**config.mk**
```make
export PLATFORM = sky130hd
export DESIGN_NAME = shadow32_block_encrypt
export DESIGN_NICKNAME = d
export VERILOG_FILES = /design/src/hw/rtl/sh32_pkg.sv /design/src/hw/rtl/shadow32_block_encrypt.sv /design/src/hw/rtl/sh32_key_cell.sv /design/src/hw/rtl/sh32_round_cell.sv
export SDC_FILE = /design/constraint.sdc
export NUM_CORES = 1
export LEC_CHECK = 0
export BUFFER_PORTS_ARGS = -buffer_cell sky130_fd_sc_hd__buf_4
export CAP_MARGIN = 40
export CORE_UTILIZATION = 32
export DETAILED_ROUTE_END_ITERATION = 10
export PLACE_DENSITY = 0.85
export SLEW_MARGIN = 15
export SYNTH_ARGS = -nofsm -noshare
export SYNTH_HDL_FRONTEND = slang
export SYNTH_SLANG_ARGS = --single-unit
```
**constraint.sdc**
```tcl
create_clock -name clock -period 2.65 [get_ports clock]
set_input_delay 0.1325 -clock clock [delete_from_list [all_inputs] [get_ports clock]]
set_output_delay 0.1325 -clock clock [all_outputs]
set_load 0.01 [all_outputs]
```
**src/hw/rtl/sh32_pkg.sv**
```systemverilog
// Shared types, constants and key schedule / round functions for the Shadow-32 encryptor.
package sh32_pkg;

   localparam int MAX_ROUNDS = 16;
   localparam int KEY_W      = 64;

   typedef struct packed {
      logic [7:0] left_a;
      logic [7:0] right_a;
      logic [7:0] left_b;
      logic [7:0] right_b;
   } req_type;

   typedef struct packed {
      logic [7:0] cipher_left_a;
      logic [7:0] cipher_right_a;
      logic [7:0] cipher_left_b;
      logic [7:0] cipher_right_b;
   } rsp_type;

   // working state of one block between rounds
   typedef struct packed {
      logic [7:0] l0;
      logic [7:0] r0;
      logic [7:0] l1;
      logic [7:0] r1;
   } blk_type;

   typedef struct packed {
      logic [7:0] k0;
      logic [7:0] k1;
      logic [7:0] k2;
      logic [7:0] k3;
   } subkey_type;

   // Key positions count from the MSB: position p lives in vector bit 63-p, i.e. ~p.
   localparam logic [5:0] PERM_TAB [KEY_W] = '{
      6'd56, 6'd57, 6'd58, 6'd59, 6'd16, 6'd17, 6'd18, 6'd19,
      6'd20, 6'd21, 6'd22, 6'd23, 6'd24, 6'd25, 6'd26, 6'd27,
      6'd60, 6'd61, 6'd62, 6'd63, 6'd28, 6'd29, 6'd30, 6'd31,
      6'd32, 6'd33, 6'd34, 6'd35, 6'd36, 6'd37, 6'd38, 6'd39,
      6'd40, 6'd41, 6'd42, 6'd43, 6'd44, 6'd45, 6'd46, 6'd47,
      6'd48, 6'd49, 6'd50, 6'd51, 6'd52, 6'd53, 6'd54, 6'd55,
      6'd0,  6'd1,  6'd2,  6'd3,  6'd4,  6'd5,  6'd6,  6'd7,
      6'd8,  6'd9,  6'd10, 6'd11, 6'd12, 6'd13, 6'd14, 6'd15
   };

   localparam logic [5:0] SEL_TAB [4][8] = '{
      '{6'd0,  6'd1,  6'd2,  6'd3,  6'd8,  6'd9,  6'd10, 6'd11},
      '{6'd4,  6'd5,  6'd6,  6'd7,  6'd12, 6'd13, 6'd14, 6'd15},
      '{6'd16, 6'd17, 6'd18, 6'd19, 6'd24, 6'd25, 6'd26, 6'd27},
      '{6'd20, 6'd21, 6'd22, 6'd23, 6'd28, 6'd29, 6'd30, 6'd31}
   };

   function automatic logic [7:0] f_round(input logic [7:0] x);
      logic [7:0] r1;
      logic [7:0] r2;
      logic [7:0] r7;
      r1 = {x[6:0], x[7]};
      r2 = {x[5:0], x[7:6]};
      r7 = {x[0], x[7:1]};
      return (r1 & r7) ^ r2;
   endfunction

   // one schedule round: NX update of positions 56..63, then the permutation
   function automatic logic [KEY_W-1:0] key_step(input logic [KEY_W-1:0] k);
      logic [KEY_W-1:0] nx;
      logic [KEY_W-1:0] res;
      nx    = k;
      nx[7] = k[7] & (k[7] ^ k[1]);
      nx[6] = k[6] & (k[6] ^ k[0]);
      nx[5] = k[5] & (k[5] ^ k[7] ^ k[1]);
      nx[4] = k[4] & (k[4] ^ k[6] ^ k[0]);
      nx[3] = k[3] & (k[3] ^ k[5] ^ k[7] ^ k[1]);
      nx[2] = k[2] & (k[2] ^ k[4] ^ k[6] ^ k[0]);
      nx[1] = k[1] & (k[3] ^ k[5] ^ k[7]);
      nx[0] = k[0] & (k[2] ^ k[4] ^ k[6]);
      for (int i = 0; i < KEY_W; i++) begin
         res[~6'(i)] = nx[~PERM_TAB[i]];
      end
      return res;
   endfunction

   function automatic logic [7:0] gather(input logic [KEY_W-1:0] k, input int s);
      logic [7:0] v;
      for (int j = 0; j < 8; j++) begin
         v[3'(7 - j)] = k[~SEL_TAB[s][j]];
      end
      return v;
   endfunction

   function automatic subkey_type subkeys(input logic [KEY_W-1:0] k);
      subkey_type sk;
      sk.k0 = gather(k, 0);
      sk.k1 = gather(k, 1);
      sk.k2 = gather(k, 2);
      sk.k3 = gather(k, 3);
      return sk;
   endfunction

endpackage

```
**src/hw/rtl/shadow32_block_encrypt.sv**
```systemverilog
// Top level of the pipelined Shadow-32 block encryptor.
//
//   channel  dir  handshake               payload
//   req      in   start & !busy           req_data  (sh32_pkg::req_type)
//   rsp      out  rsp_strobe, one cycle   rsp_data  (sh32_pkg::rsp_type)
//   csr      in   csr_valid & csr_ready   csr_data  (64-bit master key)
//
// One block enters per cycle while busy is low; each result passes the chain of
// ROUNDS round cells, each of which registers it, and leaves at its end.
// After reset and after each key write the key cell chain has to settle;
// busy is high while the settle counter is nonzero and during the write.
// The receiver cannot stall, so nothing holds the chain up.
module shadow32_block_encrypt #(
   parameter int ROUNDS = sh32_pkg::MAX_ROUNDS
) (
   input  logic                       clock,
   input  logic                       reset,
   input  logic                       start,
   output logic                       busy,
   input  sh32_pkg::req_type          req_data,
   output logic                       rsp_strobe,
   output sh32_pkg::rsp_type          rsp_data,
   input  logic                       csr_valid,
   output logic                       csr_ready,
   input  logic [sh32_pkg::KEY_W-1:0] csr_data
);
   import sh32_pkg::*;

   localparam int CNT_W = $clog2(ROUNDS + 1);

   logic [KEY_W-1:0] master_key_ff;
   logic [KEY_W-1:0] master_key_in;
   logic [CNT_W-1:0] settle_cnt_ff;
   logic [CNT_W-1:0] settle_cnt_in;
   logic             csr_beat;
   logic             req_beat;

   logic [KEY_W-1:0] key_chain [ROUNDS+1];
   subkey_type       sched     [ROUNDS];
   logic             vld_chain [ROUNDS+1];
   blk_type          blk_chain [ROUNDS+1];

   assign csr_ready = 1'b1;
   assign csr_beat  = csr_valid & csr_ready;
   assign busy      = (settle_cnt_ff != '0) | csr_valid;
   assign req_beat  = start & ~busy;

   always_comb begin
      master_key_in = master_key_ff;
      settle_cnt_in = settle_cnt_ff;
      if (csr_beat) begin
         master_key_in = csr_data;
         settle_cnt_in = CNT_W'(ROUNDS);
      end else if (settle_cnt_ff != '0) begin
         settle_cnt_in = settle_cnt_ff - 1'b1;
      end
   end

   always_ff @(posedge clock) begin
      if (reset) begin
         master_key_ff <= '0;
         settle_cnt_ff <= CNT_W'(ROUNDS);
      end else begin
         master_key_ff <= master_key_in;
         settle_cnt_ff <= settle_cnt_in;
      end
   end

   assign key_chain[0] = master_key_ff;
   assign vld_chain[0] = req_beat;
   assign blk_chain[0] = '{l0: req_data.left_a,  r0: req_data.right_a,
                           l1: req_data.left_b,  r1: req_data.right_b};

   for (genvar g = 0; g < ROUNDS; g++) begin : g_key
      sh32_key_cell u_key (
         .clock   (clock),
         .key_in  (key_chain[g]),
         .key_out (key_chain[g+1]),
         .sk_out  (sched[g])
      );
   end

   // round r takes the subkeys of schedule round ROUNDS-1-r
   for (genvar g = 0; g < ROUNDS; g++) begin : g_round
      sh32_round_cell u_round (
         .clock     (clock),
         .reset     (reset),
         .in_valid  (vld_chain[g]),
         .in_blk    (blk_chain[g]),
         .keys      (sched[ROUNDS-1-g]),
         .out_valid (vld_chain[g+1]),
         .out_blk   (blk_chain[g+1])
      );
   end

   assign rsp_strobe              = vld_chain[ROUNDS];
   assign rsp_data.cipher_left_a  = blk_chain[ROUNDS].l0;
   assign rsp_data.cipher_right_a = blk_chain[ROUNDS].r0;
   assign rsp_data.cipher_left_b  = blk_chain[ROUNDS].l1;
   assign rsp_data.cipher_right_b = blk_chain[ROUNDS].r1;

endmodule

```
**src/hw/rtl/sh32_key_cell.sv**
```systemverilog
// One key schedule cell: advances the key state by one schedule round and hands it on.
module sh32_key_cell (
   input  logic                      clock,
   input  logic [sh32_pkg::KEY_W-1:0] key_in,
   output logic [sh32_pkg::KEY_W-1:0] key_out,
   output sh32_pkg::subkey_type      sk_out
);
   import sh32_pkg::*;

   logic [KEY_W-1:0] key_ff;

   always_ff @(posedge clock) begin
      key_ff <= key_step(key_in);
   end

   assign key_out = key_ff;
   assign sk_out  = subkeys(key_ff);

endmodule

```
**src/hw/rtl/sh32_round_cell.sv**
```systemverilog
// One encryption round cell: applies a round to the incoming block and registers it.
module sh32_round_cell (
   input  logic                 clock,
   input  logic                 reset,
   input  logic                 in_valid,
   input  sh32_pkg::blk_type    in_blk,
   input  sh32_pkg::subkey_type keys,
   output logic                 out_valid,
   output sh32_pkg::blk_type    out_blk
);
   import sh32_pkg::*;

   logic    valid_ff;
   blk_type blk_ff;
   blk_type blk_in;
   logic [7:0] nl0;
   logic [7:0] nl1;

   always_comb begin
      nl0       = f_round(in_blk.l0) ^ in_blk.r0 ^ keys.k2;
      nl1       = f_round(in_blk.l1) ^ in_blk.r1 ^ keys.k3;
      blk_in.r0 = f_round(nl0) ^ in_blk.l0 ^ keys.k0;
      blk_in.r1 = f_round(nl1) ^ in_blk.l1 ^ keys.k1;
      // left halves cross over at the end of the round
      blk_in.l0 = nl1;
      blk_in.l1 = nl0;
   end

   always_ff @(posedge clock) begin
      if (reset) begin
         valid_ff <= 1'b0;
      end else begin
         valid_ff <= in_valid;
      end
   end

   always_ff @(posedge clock) begin
      blk_ff <= blk_in;
   end

   assign out_valid = valid_ff;
   assign out_blk   = blk_ff;

endmodule

```
==> results of run 1 <==
==> how the worst max path moves through the flow <==
stage                     depth (start not counted)                to  slack, ps        startpoint
after global routing                              5              busy        590  settle_cnt_ff[0]
after floorplan                                   4  settle_cnt_ff[0]       1190  settle_cnt_ff[0]
final                                             5              busy        780  settle_cnt_ff[0]
after global placement                            4  settle_cnt_ff[0]       1080  settle_cnt_ff[0]
after CTS                                         5              busy        750  settle_cnt_ff[0]
after detailed placement                          4  settle_cnt_ff[1]       1000  settle_cnt_ff[0]
==> area by class of cell <==
class                           count  area share
Inverter                            3      0.0124
Sequential cell                    21       0.464
Timing Repair Buffer                5      0.0414
Clock inverter                      1     0.00552
Multi-Input combinational cell     66       0.409
Tap cell                           31      0.0428
Clock buffer                        3      0.0249
==> worst register-to-register path: stages, from the launching register on <==
cell     delay [ps]
dfxtp_1         360
inv_1            70
ha_1            190
nor4b_2         540
mux2_2          400
==> where the power goes <==
part           internal (uW)  switching [uW]
Clock                   56.3            89.9
Sequential               323            7.46
Combinational           22.2            39.2
==> cell families (layout without fill, tap and decap cells) <==
| group | Yosys count | after routing | synth area share |
|---|---|---|---|
| xor+xnor | 1 | 1 | 0.00931 |
| flops | 21 | 21 | 0.447 |
| compound gates | 3 | 3 | 0.0292 |
| buf+inv | 38 | 12 | 0.283 |
| other cells | 2 | 33 | 0.00798 |
| fa+ha+maj | 1 | 1 | 0.0133 |
| mux | 2 | 2 | 0.0239 |
| simple gates | 26 | 26 | 0.186 |
==> stage by stage <==
step | hold slack [ps] | util
6_report | 49.4 | 0.326
3_5_place_dp | 378 | 0.316
4_1_cts | 39.2 | 0.326
5_1_grt | 38.4 | 0.326
2_1_floorplan | 208 | -
3_3_place_gp | 362 | 0.316
==> per-layer routing <==
layer | vias to the layer above | wire [um] | global-route usage
li1 | 242 | - | -
met1 | 210 | 481 | 0.0892
met2 | 27 | 406 | 0.0867
met3 | 4 | 87 | 0.0140
met4 | 0 | 46 | 0.0836
met5 | - | 0 | 0
==> flip-flops by register name (all words and copies together) (netlist names) <==
register,count
settle_cnt_ff,5
g_round.u_round.out_valid,16
==> layout by cell type, fill, tap and decap left out <==
cell type and instances:
xnor2_1 1, nor2_1 1, clkbuf_4 3, mux2_2 2, dfxtp_1 21, conb_1 33
nor3b_1 3, nor4b_2 1, a2111oi_2 1, nor2b_1 15, nor3_1 2, nor4_1 1
buf_4 5, nand2b_1 1, or4_4 1, ha_1 1, and3_1 1, inv_1 3
clkinv_2 1, o31ai_1 1, o21ai_0 1
==> run summary, run 1 <==
Outcome: finished clean
CP Launch Type: flop
Post-route ant nets: 0
CP cell instances: inv_1 > ha_1 > nor4b_2 > nand2b_1 > buf_4
Die Ht: 56.2 um
Yosys warns: 0
Hold-fix buffers, CTS: 0
CTS Sinks: 21
Largest area contributor in the netlist: dfxtp_1
Global-route wire length before repair: 1.61 mm
Cell area power density: 593 nW/um^2
Hold Vio Cnt, Final: 0
Port bufs: 5
Largest net degree at the start of global routing: 23
Reg clk slew, reported paths: 110 ps
Most common library cells after synthesis: 33 x buf_4, 21 x dfxtp_1, 15 x nor2b_1
Clock skew: 8.11 ps
Longest Clk Path Bufs: 2
NumNets Final: 201
Place WS: 995 ps
Ys flop type: dfxtp_1
Gate count after technology mapping: 94
Placer Congestion: 0.605
Vias: 483
Clk_lat worst skew: 300 ps
Max_cap viols: 0
Unrepaired setup endpoints after global routing: false
Row cnt: 19
HP Start: csr_valid
WP buf/inv: 2
Worst r2r dst: settle_cnt_ff[1]
Ys async rst share: 0
Routed len/inst: 7.86 um
Syn Area/Cell: 10.0 sq um
Final worst slack: 778 ps
H-tree depth: 1
Gr ovfl total: 0
Most frequent cell after synthesis: buf_4
Fraction of layout cells with a size suffix above 1: 0.141
Critical Path End Type: output pin
Initial antenna violation count: 0
Reg2Reg Setup Slack: 990 ps
DRC: 0
Core Box Area: 2780 sq um
Hold path depth: 2
Final Routed Wirelength: 1.02 mm
Reg area: 420 sq um
Max-slew headroom: 0.582
Post-CTS Resized: 0
Final Instance Area: 906 sq um
CP max stage cell: nor4b_2
Setup CP Type: flop to output pin
Sequential share of the synthesized area: 0.447
Number of synthesized flops with an enable pin: 0
DP Wirelength: 686 um
Dpl cell area: 878 sq um
Die width: 56.2 um
Worst Path Arrival: 1740 ps
Largest delay share family, worst path: simple AND/OR/NAND/NOR gates
# IOs: 135
Area of the multi-input gates: 370 sq um
Synth cell types: 21
Post-layout min period: 1870 ps
Placed cells: 126
Worst Hold Path EP: settle_cnt_ff[3]
Leakage Power: 0.000413 uW
Synth Cell Area: 941 sq um
Hold Path Class: primary input to flop
Peak VDD IR: 0.301 mV
Syn-to-layout area delta: -3.72%
Clock Tree Root: clkbuf_4
Final Max Tran Viols: 0
Post-CTS setup buffer count: 0
Initial DRC count: 5
Via-to-Cell Ratio: 3.72
Die area: 3160 sq um
TritonRoute pass-1 iters: 3
Most area-consuming cells after synthesis: dfxtp_1 45%, buf_4 26%, nor2b_1 10%
Setup TNS: 0 ps
Non-filler cells, final: 130
Reg2reg start: settle_cnt_ff[0]
Layout fillers: 269
Max Freq: 0.534 GHz
Post-synth top area share: 0.447
CTS tree: done
Cts bufs inserted: 3
Tcrit/Tclk final: 0.706
Peak fanout along the critical path: 6
Overall Power: 538 uW
All-Layer GR Usage: 0.0696
Ant diodes: 0
Worst Max-Slew Pin Slew: 626 ps
Initial core utilization: 0.338
R2R depth: 4
Setup-violating endpoint count in the final report: 0
Synthesized flop and latch total: 21
Vias in the first global route: 386
Data required, critical path: 2520 ps
Max incr delay on CP: 540 ps
Note: power is estimated with default switching activity, not from simulation.
==> inputs of run 2 (changes only) <==
--- a/config.mk
+++ b/config.mk
@@ -7,9 +7,9 @@
 export LEC_CHECK = 0
 export BUFFER_PORTS_ARGS = -buffer_cell sky130_fd_sc_hd__buf_4
 export CAP_MARGIN = 40
-export CORE_UTILIZATION = 32
+export CORE_UTILIZATION = 27
 export DETAILED_ROUTE_END_ITERATION = 10
-export PLACE_DENSITY = 0.85
+export PLACE_DENSITY = 0.76
 export SLEW_MARGIN = 15
 export SYNTH_ARGS = -nofsm -noshare
 export SYNTH_HDL_FRONTEND = slang
==> constraint.sdc (replaced) <==
create_clock -name clock -period 1.67 [get_ports clock]
set_input_delay 0.0835 -clock clock [delete_from_list [all_inputs] [get_ports clock]]
set_output_delay 0.0835 -clock clock [all_outputs]
set_load 0.01 [all_outputs]
==> run 2 against run 1 <==
  * Sequential power grew 60%
  * Non-clock buffer count is 5 higher
  * Flip-flop and latch count is the same
  * Design area is 7.9% higher
  * Register-to-register slack lost 820 ps
  * Via count is 1.9% higher
  * Clock-buffer cell count stayed put
  * Final cell count is 15% higher
==> run summary, run 2 (same netlist as run 1, synthesis figures left out) <==
Routed len/inst: 7.00 um
Data required, critical path: 1590 ps
Placer Congestion: 0.724
Worst r2r dst: settle_cnt_ff[1]
Longest Clk Path Bufs: 2
Final Instance Area: 977 sq um
Final Routed Wirelength: 1.05 mm
Layout fillers: 355
Largest register FFs: 16
Most frequent cells in the layout: 33 x conb_1, 20 x dfxtp_1, 15 x nor2b_1, 8 x buf_4
Die width: 61.0 um
Setup TNS: 0 ps
Leakage Power: 0.000444 uW
Fraction of layout cells with a size suffix above 1: 0.173
Setup CP Type: flop to output pin
All-Layer GR Usage: 0.0604
Reg clk slew, reported paths: 110 ps
Hold Path Class: primary input to flop
Hold Vio Cnt, Final: 0
R2R depth: 6
Tcrit/Tclk final: 0.944
CP Launch Type: flop
CTS Sinks: 21
Outcome: finished clean
Clock skew: 1.87 ps
Cts bufs inserted: 3
Die Ht: 61.0 um
HP Start: reset
Cell area power density: 891 nW/um^2
Critical Path End Type: output pin
Core Box Area: 3340 sq um
Worst Hold Path EP: g_round[1].u_round.out_valid
Clk_lat worst skew: 290 ps
H-tree depth: 1
Worst Path Arrival: 1490 ps
Reg2reg start: settle_cnt_ff[0]
Final Max Tran Viols: 0
Most common cell after layout, fill and taps aside: conb_1
Crit. Startpoint: settle_cnt_ff[0]
Max Freq: 0.634 GHz
# IOs: 135
Global-route wire length before repair: 1.64 mm
Port bufs: 5
Ant diodes: 0
Die area: 3720 sq um
Gr ovfl total: 0
DP Wirelength: 641 um
Syn-to-layout area delta: 3.86%
Largest net degree at the start of global routing: 23
Initial DRC count: 4
NumNets Final: 206
Clock Tree Root: clkbuf_4
Via-to-Cell Ratio: 3.28
Vias in the first global route: 372
TritonRoute pass-1 iters: 4
Dpl cell area: 905 sq um
Peak VDD IR: 0.535 mV
Row cnt: 21
Reg2Reg Setup Slack: 170 ps
Peak fanout along the critical path: 5
Hold path depth: 2
Initial core utilization: 0.282
Vias: 492
Post-layout min period: 1580 ps
Post-route ant nets: 0
CTS tree: done
Initial antenna violation count: 0
Setup-violating endpoint count in the final report: 0
Max_cap viols: 0
DRC: 0
-- run 2: cell types whose count changed in the layout (fill, tap and decap cells not counted), sizes merged --
| cell | previous run | this run |
|---|---|---|
| buf | 5 | 8 |
| dlygate4sd3 | 0 | 2 |
-- run 2: final cells by class --
type,instances,area [sq um],share of cell area
clock inverter,1,5.00,0.00512
clock buffer,3,22.5,0.0230
multi-input combinational,66,379,0.388
inverter,3,11.3,0.0115
timing repair buffer,10,80.1,0.0819
tap,46,57.6,0.0589
sequential,21,422,0.431
-- run 2: stage by stage --
stage               instances  total power, uW  setup slack, ps  utilization  hold WS, ps
floorplan                 125              670              207            -          159
global placement          142              631              294        0.271          315
detailed placement        142              633              262        0.271          321
CTS                       147              864             50.5        0.282        0.349
global route              150              914            -14.6        0.293          114
finish                    150              871             93.7        0.293          112
-- run 2: worst max-delay path by stage --
| stage | to | slack, ps | depth (start not counted) |
|---|---|---|---|
| after floorplan | settle_cnt_ff[0] | 210 | 4 |
| after global placement | settle_cnt_ff[1] | 290 | 5 |
| after detailed placement | settle_cnt_ff[1] | 260 | 5 |
| after CTS | busy | 50 | 6 |
| after global routing | busy | -10 | 6 |
| final | busy | 90 | 6 |
-- run 2: layer usage --
metal / global-route usage / up-vias / share of wire
met5: 0 / - / 0
met4: 0.0390 / 0 / 0.0038
met3: 0.0189 / 2 / 0.066
met2: 0.0854 / 29 / 0.41
met1: 0.0791 / 211 / 0.52
li1: - / 250 / -
-- run 2: worst max-delay path, stage by stage (launching register included) --
cell and delay [ps]:
dfxtp_2 360, inv_1 60, ha_1 190, nor4b_4 200, buf_4 170, nand2b_1 70, buf_4 150
-- run 2: timing repair --
item | CTS | global route
gates resized for setup | 0 | 2
buffers inserted | 0 | 2
hold buffers | 1 | 1
endpoints found under the setup margin | 0 | 1
hold endpoints to repair | 2 | 1
-- run 2: report_power, final --
part | leakage (uW) | switching (uW) | internal [uW] | total, uW
clock network | 0.0000177 | 145 | 89.1 | 234
registers | 0.000170 | 14.3 | 512 | 527
logic | 0.000256 | 64.0 | 46.7 | 111
total | 0.000444 | 223 | 648 | 871
